`src/rtl/assert_macros.svh`:
```
// assert_macros.svh - shared assertion macros
`ifndef ASSERT_MACROS_SVH
`define ASSERT_MACROS_SVH
// assert an implication, disabled during reset
`define CHK_IMPL(label, rst_n, ante, cons, msg) \
	label: assert property (@(posedge clk) disable iff (!(rst_n)) (ante) |-> (cons)) \
		else $error(msg);
// assert a next-cycle implication
`define CHK_NEXT(label, rst_n, ante, cons, msg) \
	label: assert property (@(posedge clk) disable iff (!(rst_n)) (ante) |=> (cons)) \
		else $error(msg);
`endif

```
`src/rtl/rtfd_pkg.sv`:
```
// ----------------------------------------------------------------------------
// rtfd_pkg
// Shared constants and types of the response time fault detector.
// ----------------------------------------------------------------------------
package rtfd_pkg;
	localparam int MAX_TASKS  = 16;
	localparam int TIME_BITS  = 32;
	localparam int IDX_BITS   = $clog2(MAX_TASKS);
	localparam int CNT_BITS   = 5;
	localparam int ITER_LIMIT = 128;
	localparam int ITER_BITS  = $clog2(ITER_LIMIT + 1);
	localparam int SAT_BITS   = TIME_BITS + 1;
	localparam int IN_BITS    = 2 + 4 + 4 * 32 + 2;
	localparam int IN_BYTES   = (IN_BITS + 7) / 8;
	localparam int OUT_BITS   = 4 + 1 + 1 + 32;
	localparam int OUT_BYTES  = (OUT_BITS + 7) / 8;
	localparam logic [SAT_BITS-1:0] CAP = {1'b1, {TIME_BITS{1'b0}}};

	localparam logic [1:0] OP_WRITE = 2'd0;
	localparam logic [1:0] OP_MARK  = 2'd1;
	localparam logic [1:0] OP_RUN   = 2'd2;

	typedef logic [SAT_BITS-1:0] sat_t;

	// divider handshake between sequencer and divide unit
	typedef struct packed {
		logic start;
		sat_t dividend;
		sat_t divisor;
	} div_req_t;

	typedef struct packed {
		logic busy;
		logic done;
		sat_t quot;
		logic rem_nz;
	} div_rsp_t;

	function automatic sat_t sat_add(input sat_t a, input sat_t b);
		logic [SAT_BITS:0] s;
		s = {1'b0, a} + {1'b0, b};
		sat_add = (s > {1'b0, CAP}) ? CAP : s[SAT_BITS-1:0];
	endfunction
endpackage

```
`src/rtl/rtfd_div.sv`:
```
// ----------------------------------------------------------------------------
// rtfd_div
// Restoring divider, one quotient bit per cycle, for the ceiling term.
// ----------------------------------------------------------------------------
module rtfd_div (
	input  logic               clk,
	input  logic               arst_n,
	input  rtfd_pkg::div_req_t req,
	output rtfd_pkg::div_rsp_t rsp
);
	import rtfd_pkg::*;

	localparam int STEP_BITS = $clog2(SAT_BITS + 1);

	sat_t                 quot_q;
	sat_t                 divisor_q;
	logic [SAT_BITS:0]    rem_q;
	logic [STEP_BITS-1:0] step_q;
	logic                 busy_q;
	logic                 done_q;
	logic [SAT_BITS:0]    trial;

	assign trial = {rem_q[SAT_BITS-1:0], quot_q[SAT_BITS-1]};

	always_ff @(posedge clk or negedge arst_n) begin
		if (!arst_n) begin
			busy_q <= 1'b0;
			done_q <= 1'b0;
			step_q <= '0;
		end else begin
			done_q <= 1'b0;
			if (req.start) begin
				busy_q <= 1'b1;
				step_q <= STEP_BITS'(SAT_BITS);
			end else if (busy_q) begin
				step_q <= step_q - 1'b1;
				if (step_q == STEP_BITS'(1)) begin
					busy_q <= 1'b0;
					done_q <= 1'b1;
				end
			end
		end
	end

	always_ff @(posedge clk) begin
		if (req.start) begin
			quot_q    <= req.dividend;
			divisor_q <= req.divisor;
			rem_q     <= '0;
		end else if (busy_q) begin
			// shift one dividend bit in, subtract where it fits
			if (trial >= {1'b0, divisor_q}) begin
				rem_q  <= trial - {1'b0, divisor_q};
				quot_q <= {quot_q[SAT_BITS-2:0], 1'b1};
			end else begin
				rem_q  <= trial;
				quot_q <= {quot_q[SAT_BITS-2:0], 1'b0};
			end
		end
	end

	assign rsp.busy   = busy_q;
	assign rsp.done   = done_q;
	assign rsp.quot   = quot_q;
	assign rsp.rem_nz = (rem_q != '0);

	`include "assert_macros.svh"
	`CHK_NEXT(a_div_done, arst_n, busy_q && step_q == STEP_BITS'(1) && !req.start,
		done_q && !busy_q, "divider failed to finish")
	`CHK_IMPL(a_div_excl, arst_n, done_q, !busy_q, "divider done while busy")
endmodule

```
`config.mk`:
```
export PLATFORM = sky130hd
export DESIGN_NAME = rtfd_div
export DESIGN_NICKNAME = d
export VERILOG_FILES = /design/src/rtl/rtfd_pkg.sv /design/src/rtl/rtfd_div.sv
export VERILOG_INCLUDE_DIRS = /design/src /design/src/rtl
export SDC_FILE = /design/constraint.sdc
export NUM_CORES = 1
export LEC_CHECK = 0
export ABC_AREA = 1
export ABC_CLOCK_PERIOD_IN_PS = 2000
export BUFFER_PORTS_ARGS = -buffer_cell sky130_fd_sc_hd__buf_2
export CAP_MARGIN = 20
export CORE_MARGIN = 4
export CORE_UTILIZATION = 53
export CTS_CLUSTER_SIZE = 12
export DETAILED_ROUTE_END_ITERATION = 10
export GPL_ROUTABILITY_DRIVEN = 1
export PLACE_DENSITY = 0.77
export RECOVER_POWER = 50
export SLEW_MARGIN = 20
export SYNTH_ARGS = -nofsm -noshare
export SYNTH_HDL_FRONTEND = slang
export SYNTH_SLANG_ARGS = --single-unit
```
`constraint.sdc`:
```
create_clock -name clk -period 2 [get_ports clk]
set_input_delay 0.2 -clock clk [delete_from_list [all_inputs] [get_ports clk]]
set_output_delay 0.2 -clock clk [all_outputs]
set_load 0.03 [all_outputs]
```
==> flow_summary.toml <==
[clock_network]
clkTransAtPathRegs_ns = 0.07
clk_latency_ns = 0.37
cts_made_buffers = 9
cts_buffer_depth = 2
clock_sinks = 108
tritoncts = "built"
cts-root-buf = "clkbuf_16"
htree_levels = 3

[timing]
hold_violations = 0
slew_viol_final = 0
setup_slack_ns = -0.2355
worst_pin_slew_ns = 1.122
setup_violations = 35
maxSlewHeadroom_pct = 25.18
max_freq_mhz = 447.3
post-route-min-period_ns = 2.235
post-route-period-util_pct = 111.8
whs_ns = 0.01074
skew_ns = 0.01822
rsz0062_at_grt = "true"
setup_tns_ns = -5.920

[yosys]
ys_seq_area_share_pct = 38.03
synth_async_sr_flop_share_pct = 7.407
netlist_instances = 1091
synthTopCellsByCount = "453 x nand2_1, 186 x inv_1, 80 x nand3_1, 66 x edfxtp_1, 44 x nor2_1"
synth_edf_count = 66
synth-seq-cells = 108
syn-cell-area_um2 = 7527
avgSynthCellArea_um2 = 6.899
synth_area_leaders = "edfxtp_1 26%, nand2_1 23%, inv_1 9.3%"
synth_top_area_cell = "edfxtp_1"
synth.most_common_cell = "nand2_1"
syn-num-nets = 1196
ys_types = 39
ys.warnings.count = 0
ys.flop_type = "edfxtp_1"
synth.top_cell.area_share_pct = 26.33

[setup_path]
r2r_setup_slack_ns = -0.24
crit_fanout = 8
worstPathRequired_ns = 2.30
start_kind = "flop"
r2r-start = "quot_q[32]"
critPathKind = "reg2reg"
end_kind = "flop"
r2r-end = "rem_q[10]"
worst_r2r_path_depth = 14
worst_ep_arrival_time_ns = 2.54

[placement]
routabilityCongestion = 0.9759
io_buffers = 104
dp_hpwl_um = 15830

[floorplan]
initial_core_util_pct = 54.23
ios = 105
fp.dieH_um = 127.2
die_width_um = 127.2
rows = 43
coreArea_um2 = 13880
dieArea_um2 = 16170

[cells_and_area]
syn_to_final_growth_pct = 35.17
nets = 1419
n_fill_cell = 1059
multi_input_area_um2 = 4437
n_antenna_cell = 0
area.sequential_um2 = 2865
drive_gt1_share_pct = 30.17

[drt]
vias_per_cell = 5.135
vias = 7698
drc = 0
wirelength_um = 22580
drt-pass1-iter-count = 5
wl_per_cell_um = 15.06
ant_nets = 0
drt_iter0_markers = 609

[run]
drv_cap = 0

[grt]
grt_max_degree = 50
grt_pass1_wl_um = 35200
antenna_found_initial = 0
grt_use_total_pct = 27.16
grt_pass1_vias = 7320
grt_overflow_total = 0

[power_and_ir_drop]
power.density_nw_per_um2 = 1008
p_leak_nw = 5.450
vdd_drop_max_uv = 731.3
finalPower_mw = 10.26

[status]
failed_checks = "setup timing"
status = "finished, violations left"

[min_path]
hold_path_depth = 1
hold_path.class = "in2reg"
hold_path.startpoint = "req[19]"
min_to = "divisor_q[19]"
-- critical path, stage by stage (launching register included) --
cell,delay (ns)
edfxtp_1,0.39
inv_2,0.10
ha_4,0.14
inv_4,0.03
fa_2,0.41
nand3_2,0.10
nand3_2,0.10
nand2_2,0.11
nand2_4,0.07
nand3_4,0.18
buf_12,0.18
nand2_8,0.11
nand2_2,0.10
nand3_2,0.06
nand2_1,0.08
-- cell usage in the layout (no fill, tap or decap), drive strengths merged, types with 11 or more instances in the layout --
cell	count
edfxtp	66
dlygate4sd3	12
clkbuf	15
buf	218
nor2	56
nor3	11
ha	35
inv	200
nand3	84
nand2	486
nand3b	21
xnor2	14
dfxtp	34
a21oi	26
-- logic make-up after synthesis --
| group | count (synthesis) | share of synthesized area, % |
|---|---|---|
| flops | 108 | 38.03 |
| compound gates | 34 | 2.477 |
| buf+inv | 223 | 12.03 |
| fa+ha+maj | 36 | 6.084 |
| simple gates | 675 | 39.63 |
| xor+xnor | 15 | 1.745 |
-- worst max-delay path by stage --
stage	from	end	slack [ns]
2_1_floorplan	quot_q[32]	quot_q[0]	-0.12
3_3_place_gp	quot_q[32]	rem_q[24]	-0.17
3_5_place_dp	quot_q[32]	rem_q[24]	-0.18
4_1_cts	quot_q[32]	rem_q[6]	-0.07
5_1_grt	quot_q[32]	rem_q[10]	-0.33
6_report	quot_q[32]	rem_q[10]	-0.24
-- sequential cells by signal, indices dropped and copies added, names as in the netlist --
| name | cells |
|---|---|
| rem_q | 34 |
| divisor_q | 33 |
| quot_q | 33 |
| step_q | 6 |
| busy_q | 1 |
| done_q | 1 |
-- where the power goes --
| part | switching, mW | leakage [nW] | internal (mW) |
|---|---|---|---|
| clock network | 0.900 | 0.153 | 1.03 |
| logic | 3.17 | 4.24 | 2.22 |
| registers | 0.229 | 1.06 | 2.71 |
| total | 4.30 | 5.45 | 5.96 |
-- cell type report --
type                            instances  area share (%)
Sequential cell                       108           28.16
Inverter                              197           7.292
Timing Repair Buffer                  234           15.68
Clock buffer                           11           2.386
Tap cell                              180           2.213
Multi-Input combinational cell        764           43.61
Clock inverter                          5          0.6640
-- what timing repair did --
item | 4_1_cts | 5_1_grt
resized for setup | 64 | 73
hold buffers | 8 | 4
endpoints found under the hold margin | 15 | 4
cloned | 4 | 0
buffers inserted | 10 | 4
pin swaps | 18 | 35
endpoints found under the setup margin | 36 | 36
-- stage by stage --
step	instances	area, um2	setup WS (ns)	utilization, %
finish	1499	10170	-0.2355	73.30
global route	1499	10170	-0.3271	73.30
CTS	1491	9781	-0.06505	70.46
global placement	1453	8895	-0.1710	64.08
floorplan	1091	7545	-0.1224	-
detailed placement	1453	8895	-0.1781	64.08
-- per-layer routing --
layer	share of wire, %	wire length (um)	global-route usage [%]
met1	40	9077	34.95
met2	46	10430	44.61
met3	9.4	2129	6.689
met4	3.9	885	9.338
met5	0.21	48	2.477
Power figures use the tool's default switching activity.
