## src/rtl/assert_macros.svh

```systemverilog
// assert_macros.svh - shared assertion macros
`ifndef ASSERT_MACROS_SVH
`define ASSERT_MACROS_SVH
// assert an implication, disabled during reset
`define CHK_IMPL(label, rst_n, ante, cons, msg) \
	label: assert property (@(posedge clk) disable iff (!(rst_n)) (ante) |-> (cons)) \
		else $error(msg);
// assert a next-cycle implication
`define CHK_NEXT(label, rst_n, ante, cons, msg) \
	label: assert property (@(posedge clk) disable iff (!(rst_n)) (ante) |=> (cons)) \
		else $error(msg);
`endif

```

## src/rtl/rtfd_ram.sv

```systemverilog
// ----------------------------------------------------------------------------
// rtfd_ram
// Generic single-port-write, single-port-read RAM with registered read.
// ----------------------------------------------------------------------------
module rtfd_ram #(
	parameter int WIDTH = 32,
	parameter int DEPTH = 16
) (
	input  logic                     clk,
	input  logic                     we,
	input  logic [$clog2(DEPTH)-1:0] waddr,
	input  logic [WIDTH-1:0]         wdata,
	input  logic [$clog2(DEPTH)-1:0] raddr,
	output logic [WIDTH-1:0]         rdata
);
	logic [WIDTH-1:0] mem_q [DEPTH];

	always_ff @(posedge clk) begin
		if (we) begin
			mem_q[waddr] <= wdata;
		end
		rdata <= mem_q[raddr];
	end
endmodule

```

## config.mk

```make
export PLATFORM = sky130hd
export DESIGN_NAME = rtfd_ram
export DESIGN_NICKNAME = d
export VERILOG_FILES = /design/src/rtl/assert_macros.svh /design/src/rtl/rtfd_ram.sv
export SDC_FILE = /design/constraint.sdc
export NUM_CORES = 1
export LEC_CHECK = 0
export BUFFER_PORTS_ARGS = -buffer_cell sky130_fd_sc_hd__buf_2
export CAP_MARGIN = 25
export CORE_MARGIN = 1
export CORE_UTILIZATION = 45
export DETAILED_ROUTE_END_ITERATION = 10
export PLACE_DENSITY = 0.59
export RECOVER_POWER = 25
export SYNTH_ARGS = -nofsm -noshare
export SYNTH_HDL_FRONTEND = slang
export SYNTH_SLANG_ARGS = --single-unit
```

## constraint.sdc

```tcl
create_clock -name clk -period 6.92 [get_ports clk]
set_input_delay 1.384 -clock clk [delete_from_list [all_inputs] [get_ports clk]]
set_output_delay 1.384 -clock clk [all_outputs]
set_load 0.005 [all_outputs]
```

==> results.yml, run 1 <==
outcome:
  run_status: "complete, no violations"
detailed_routing:
  detail_route.vias_per_cell: 5.65
  final_antenna_violating_net_count: 0
  drt_pass1_iterations: 4
  wirelength_um: 42000
  drt-wirelength-per-cell_um: 26.5
  first_iter_violations: 631
  num_vias: 8930
  post-route-drc-count: 0
clock_tree:
  clock_tree.buffer_depth: 3
  cts_made_buffers: 55
  post_cts_hold_buffer_count: 0
  clkSlewWorstSetupHoldPaths_ns: 0.06
  clkSinkCount: 544
  clock_latency_ns: 0.59
  cts_setup_buffers: 0
  root_buffer_selected_by_cts: "sky130_fd_sc_hd__clkbuf_16"
  clock_tree.htree_level_count: 2
  cts.repair.resized: 0
  cts_tree: "yes"
synthesis:
  synthesis.instances: 838
  synthDominantAreaCellType: "sky130_fd_sc_hd__edfxtp_1"
  yosys_warnings: 0
  mappedNetlistNets: 880
  seq_area_frac_synth_pct: 80.7
  synth_largest_type_area_fraction_pct: 77.4
  synth.avg_cell_area_um2: 23.7
  syn_area_um2: 19900
  synth.lib_cells_used.distinct: 18
  ranking_of_synthesized_cells_by_area: "sky130_fd_sc_hd__edfxtp_1, sky130_fd_sc_hd__mux4_2, sky130_fd_sc_hd__dfxtp_1, sky130_fd_sc_hd__a22oi_1, sky130_fd_sc_hd__nand2_1"
  ys_ff_latch: 544
die:
  fp.coreArea_um2: 43300
  floorplan.initialDensity_pct: 45.9
  fp-row-count: 76
  die_height_um: 212
  io_pins: 74
  die_w_um: 212
  total_die_area_um2: 45000
setup_path:
  startpoint_type: "primary input"
  r2r-start: "mem_q[11][7]"
  worst-r2r-setup-slack_ns: 5.62
  timing.critical_path.required_ns: 7.38
  crit_path_end: "rdata[6]"
  crit_path_end_kind: "register"
  timing.rr.end: "rdata[7]"
  cp.arrival_ns: 3.72
  timing.critical_path.from: "raddr[0]"
  worst-path-max-fanout: 62
  worst_r2r_path_depth: 3
  critical_path_class: "in2reg"
cells_and_area:
  finish.net_count: 991
  instances_no_fill: 1581
  finish.instance_area_um2: 22800
  layout-drive-gt1-share_pct: 30.3
  syn2layout_area_growth_pct: 14.7
  antenna-diode-count: 0
global_route:
  maximum_number_of_pins_on_one_net_before_global_route_repair: 96
  first_global_vias: 9366
  gr-total-overflow: 0
  grt_pass1_wl_um: 61800
  grtUsageTotal_pct: 19.4
  initial_antenna_violation_count: 1
timing:
  final.min_clock_period_ns: 3.26
  finClkSkew_ns: 0.0114
  finalHoldViolCount: 0
  rsz_0062_raised_after_global_routing: "no"
  post-route-period-util_pct: 47.1
  timing_max_transition_violations_final: 0
  tightest_slew_ns: 1.07
  fmax_ghz: 0.307
  final_setup_margin_ns: 3.66
  setup_viol: 0
  slew-limit-headroom_pct: 28.7
  hold_slack_ns: 0.662
  final.setup.tns_ns: 0
pwr:
  vdd_ir_drop_max_v: 0.000204
  power_density_nw_per_um2: 302
  total_leakage_power_nw: 7.24
place:
  post_placement_cell_area_um2: 21100
  half_perimeter_wire_length_after_detailed_placement_um: 20200
  dp_cells: 1477
  place_worst_setup_slack_ns: 2.97
  place.port_buffers: 73
  place_congestion: 0.708
worst_hold_path:
  timing.hold.worst.class: "reg2reg"
run:
  max-cap-violations: 0
## worst min path at each step
stage / cells after the start / slack (ns) / startpoint / to
2_1_floorplan: 3 / 0.63 / mem_q[14][0] / rdata[0]
3_3_place_gp: 3 / 0.65 / mem_q[14][5] / rdata[5]
3_5_place_dp: 3 / 0.65 / mem_q[14][4] / rdata[4]
4_1_cts: 3 / 0.67 / mem_q[14][4] / rdata[4]
5_1_grt: 3 / 0.69 / mem_q[14][5] / rdata[5]
6_report: 3 / 0.66 / mem_q[14][4] / rdata[4]
## cells in the final DEF (no fill, tap or decap), types with 12 or more instances in the layout
| cell | netlist | layout |
|---|---|---|
| sky130_fd_sc_hd__buf_4 | 11 | 24 |
| sky130_fd_sc_hd__a22oi_1 | 64 | 64 |
| sky130_fd_sc_hd__clkinv_2 | 0 | 12 |
| sky130_fd_sc_hd__nand2_1 | 33 | 33 |
| sky130_fd_sc_hd__dfxtp_1 | 32 | 32 |
| sky130_fd_sc_hd__edfxtp_1 | 512 | 512 |
| sky130_fd_sc_hd__mux4_2 | 128 | 128 |
| sky130_fd_sc_hd__buf_2 | 4 | 48 |
| sky130_fd_sc_hd__clkbuf_1 | 17 | 44 |
| sky130_fd_sc_hd__nor2_4 | 0 | 13 |
| sky130_fd_sc_hd__clkbuf_16 | 0 | 55 |
## where the power goes
part	internal (mW)	leakage, nW	total, mW	switching [mW]
logic	0.127	1.49	0.308	0.181
registers	3.68	4.89	3.71	0.0246
clock network	1.66	0.852	2.85	1.20
## cell families after synthesis
family          after synthesis  synth area share, %
flops                       544                 80.7
simple gates                 59                 1.27
compound gates               64                 2.42
mux                         128                 14.5
buf+inv                      43                 1.12
## through the flow
stage	power [mW]	utilization [%]
after detailed placement	4.10	48.7
after CTS	6.93	52.7
after floorplan	3.95	-
final	6.87	52.6
after global routing	7.09	52.6
after global placement	4.09	48.7
## flip-flops by register name (all words and copies together) (netlist names)
signal  flops
mem_q     512
rdata      32
## per-layer routing
layer / vias up / wire, um / track usage (%)
met1: 4843 / 17800 / 26.2
met4: 2 / 788 / 5.62
met2: 230 / 21200 / 32.3
met5: - / 11 / 0
met3: 61 / 2230 / 3.65
li1: 3794 / - / -
## worst max-delay path, stage by stage
cell	delay, ns
sky130_fd_sc_hd__clkbuf_8	0.62
sky130_fd_sc_hd__buf_4	0.71
sky130_fd_sc_hd__mux4_2	0.59
sky130_fd_sc_hd__a22oi_1	0.20
sky130_fd_sc_hd__nand2_1	0.10
## area by class of cell
class                           count  area, um2
Clock buffer                       79       1500
Clock inverter                     25        238
Tap cell                          585        732
Timing Repair Buffer               97        532
Multi-Input combinational cell    251       3750
Sequential cell                   544      16000
Fill cell                        3359      20500
## cell usage after synthesis
master and number:
sky130_fd_sc_hd__nand2b_1 2, sky130_fd_sc_hd__clkbuf_1 17, sky130_fd_sc_hd__buf_6 2, sky130_fd_sc_hd__a22oi_1 64, sky130_fd_sc_hd__and2_1 1, sky130_fd_sc_hd__nor2b_1 2
sky130_fd_sc_hd__dfxtp_1 32, sky130_fd_sc_hd__nor2_1 13, sky130_fd_sc_hd__buf_2 4, sky130_fd_sc_hd__or3b_2 1, sky130_fd_sc_hd__nand2_1 33, sky130_fd_sc_hd__buf_1 9
sky130_fd_sc_hd__nor3_1 4, sky130_fd_sc_hd__nand3_1 1, sky130_fd_sc_hd__buf_4 11, sky130_fd_sc_hd__edfxtp_1 512, sky130_fd_sc_hd__mux4_2 128, sky130_fd_sc_hd__nand3b_1 2
Power figures use the tool's default switching activity.
==> run 2: changes to the inputs <==
==> constraint.sdc (replaced) <==
create_clock -name clk -period 3.15 [get_ports clk]
set_input_delay 0.63 -clock clk [delete_from_list [all_inputs] [get_ports clk]]
set_output_delay 0.63 -clock clk [all_outputs]
set_load 0.005 [all_outputs]
==> run 2 against run 1 <==
Net effect:
- clock skew grew 0.00075 ns
- worst setup slack worse by 2.3 ns
- flip-flop and latch count unchanged
- non-clock buffer count grew 15
- global-route usage decreased by 0.38 points
- critical path depth stayed put
- final area is 1.2% higher
- die area stayed put
- critical endpoint is now rdata[0]
- largest cell class unchanged
==> results.yml, run 2 (synthesis gave the netlist of run 1 again) <==
setup_path:
  cp_num_buf_inv: 2
  cpLargestDelayFamily: "buffers and inverters"
  cp.arrival_ns: 2.29
  critPathSlowestCell: "sky130_fd_sc_hd__mux4_2"
  worstPathCellList: "clkbuf_8 -> buf_12 -> mux4_2 -> a22oi_1 -> nand2_1"
  worst-path-max-fanout: 33
  critPathMaxStageDelay_ns: 0.55
  critical_path_class: "in2reg"
  timing.critical_path.required_ns: 3.61
  crit_path_end_kind: "register"
  startpoint_type: "primary input"
timing:
  finClkSkew_ns: 0.0121
  rsz_0062_raised_after_global_routing: "no"
  slew-limit-headroom_pct: 53.1
  final.min_clock_period_ns: 1.82
  hold_slack_ns: 0.423
  finalHoldViolCount: 0
  setup_viol: 0
  fmax_ghz: 0.549
  tightest_slew_ns: 0.701
  post-route-period-util_pct: 57.8
  final.setup.tns_ns: 0
  timing_max_transition_violations_final: 0
global_route:
  grt_pass1_wl_um: 61200
  maximum_number_of_pins_on_one_net_before_global_route_repair: 34
  top_usage_layer: "met2"
  grt.met3_usage_pct: 3.26
  initial_antenna_violation_count: 2
  grt_util_met1_pct: 27.7
  first_global_vias: 9399
  gr-total-overflow: 0
  use_met2_pct: 29.6
  grtUsageTotal_pct: 19.0
cells_and_area:
  finish.net_count: 1005
  layout_commonest_cell: "sky130_fd_sc_hd__edfxtp_1"
  layout-drive-gt1-share_pct: 31.2
  largest_register_ffs: 512
  antenna-diode-count: 0
  mostFrequentLayoutCells: "sky130_fd_sc_hd__edfxtp_1, sky130_fd_sc_hd__mux4_2, sky130_fd_sc_hd__a22oi_1, sky130_fd_sc_hd__clkbuf_16, sky130_fd_sc_hd__buf_2"
  syn2layout_area_growth_pct: 16.0
  layout.filler_cells: 3350
  layout_top_registers: "mem_q x512, rdata x32"
  regMostFlops: "mem_q"
detailed_routing:
  num_vias: 8940
  drt_pass1_iterations: 5
  detail_route.vias_per_cell: 5.61
  drt-wirelength-per-cell_um: 25.7
  post-route-drc-count: 0
  first_iter_violations: 893
  final_antenna_violating_net_count: 0
  wirelength_um: 40900
pwr:
  total_leakage_power_nw: 7.37
  power_frac_seq_pct: 54.1
  sw_frac_of_total_pct: 19.9
  combinationalPowerShare_pct: 4.7
  p_clk_share_pct: 41.2
  power_density_nw_per_um2: 653
  vdd_ir_drop_max_v: 0.000379
  cellInternalPower_mw: 12.1
  total_switching_power_mw: 3.00
die:
  io_pins: 74
  total_die_area_um2: 45000
  die_height_um: 212
  fp-row-count: 76
  fp.coreArea_um2: 43300
  floorplan.initialDensity_pct: 45.9
  die_w_um: 212
clock_tree:
  clock_latency_ns: 0.59
  clkSinkCount: 544
  cts_made_buffers: 54
  cts_tree: "yes"
  clkSlewWorstSetupHoldPaths_ns: 0.06
  clock_tree.htree_level_count: 2
  clock_tree.buffer_depth: 3
  cts_setup_buffers: 0
  post_cts_hold_buffer_count: 0
  cts.repair.resized: 0
  root_buffer_selected_by_cts: "sky130_fd_sc_hd__clkbuf_16"
place:
  place.port_buffers: 73
  place_congestion: 0.685
  half_perimeter_wire_length_after_detailed_placement_um: 21500
outcome:
  run_status: "complete, no violations"
worst_hold_path:
  timing.hold.worst.class: "in2reg"
run:
  max-cap-violations: 0
-- run 2: changes by cell type in the layout (fill, tap and decap cells not counted), moves of 3 or more --
cell	delta
sky130_fd_sc_hd__bufinv_16	-3
sky130_fd_sc_hd__buf_2	+4
sky130_fd_sc_hd__buf_12	+10
sky130_fd_sc_hd__clkbuf_8	+9
sky130_fd_sc_hd__nor3_2	-4
sky130_fd_sc_hd__inv_6	-4
sky130_fd_sc_hd__clkinv_2	-11
sky130_fd_sc_hd__clkbuf_1	-5
sky130_fd_sc_hd__buf_4	+5
sky130_fd_sc_hd__clkinv_1	+5
sky130_fd_sc_hd__nor3_4	+4
-- run 2: worst paths after layout --
| path | from | to | slack [ns] | cells after the start |
|---|---|---|---|---|
| setup / recovery | raddr[0] | rdata[0] | 1.33 | 5 |
| hold / removal | wdata[8] | mem_q[1][8] | 0.42 | 1 |
| setup reg to reg | mem_q[2][17] | rdata[17] | 1.75 | 3 |
| hold reg to reg | mem_q[4][24] | rdata[24] | 0.67 | 3 |
-- run 2: metal layers --
| layer | vias up | part of all wire [%] |
|---|---|---|
| met4 | 4 | 2.0 |
| met1 | 4805 | 45 |
| li1 | 3823 | - |
| met5 | - | 0.061 |
| met2 | 244 | 48 |
| met3 | 64 | 5.3 |
-- run 2: per-stage QoR --
stage	total power [mW]	instances	area, um2	setup WS [ns]	utilization, %
6_report	15.1	1593	23000	1.33	53.3
5_1_grt	15.5	1593	23000	1.21	53.3
4_1_cts	15.2	1593	23100	1.30	53.3
3_5_place_dp	9.02	1492	21300	0.675	49.3
3_3_place_gp	9.01	1492	21300	0.657	49.3
2_1_floorplan	8.67	838	19900	0.212	-
-- run 2: area by class of cell --
cell class	count	area (um2)	area share (%)
Clock buffer	89	1670	7.23
Clock inverter	12	76.3	0.331
Multi-Input combinational cell	251	3770	16.4
Sequential cell	544	16000	69.5
Tap cell	585	732	3.18
Timing Repair Buffer	112	774	3.36
-- run 2: power groups by stage --
stage / Clock, mW / Sequential [mW] / Combinational [mW]
floorplan: 0 / 8.29 / 0.389
global placement: 0 / 8.29 / 0.722
detailed placement: 0 / 8.30 / 0.729
CTS: 6.34 / 8.14 / 0.732
global route: 6.62 / 8.15 / 0.773
finish: 6.20 / 8.14 / 0.709
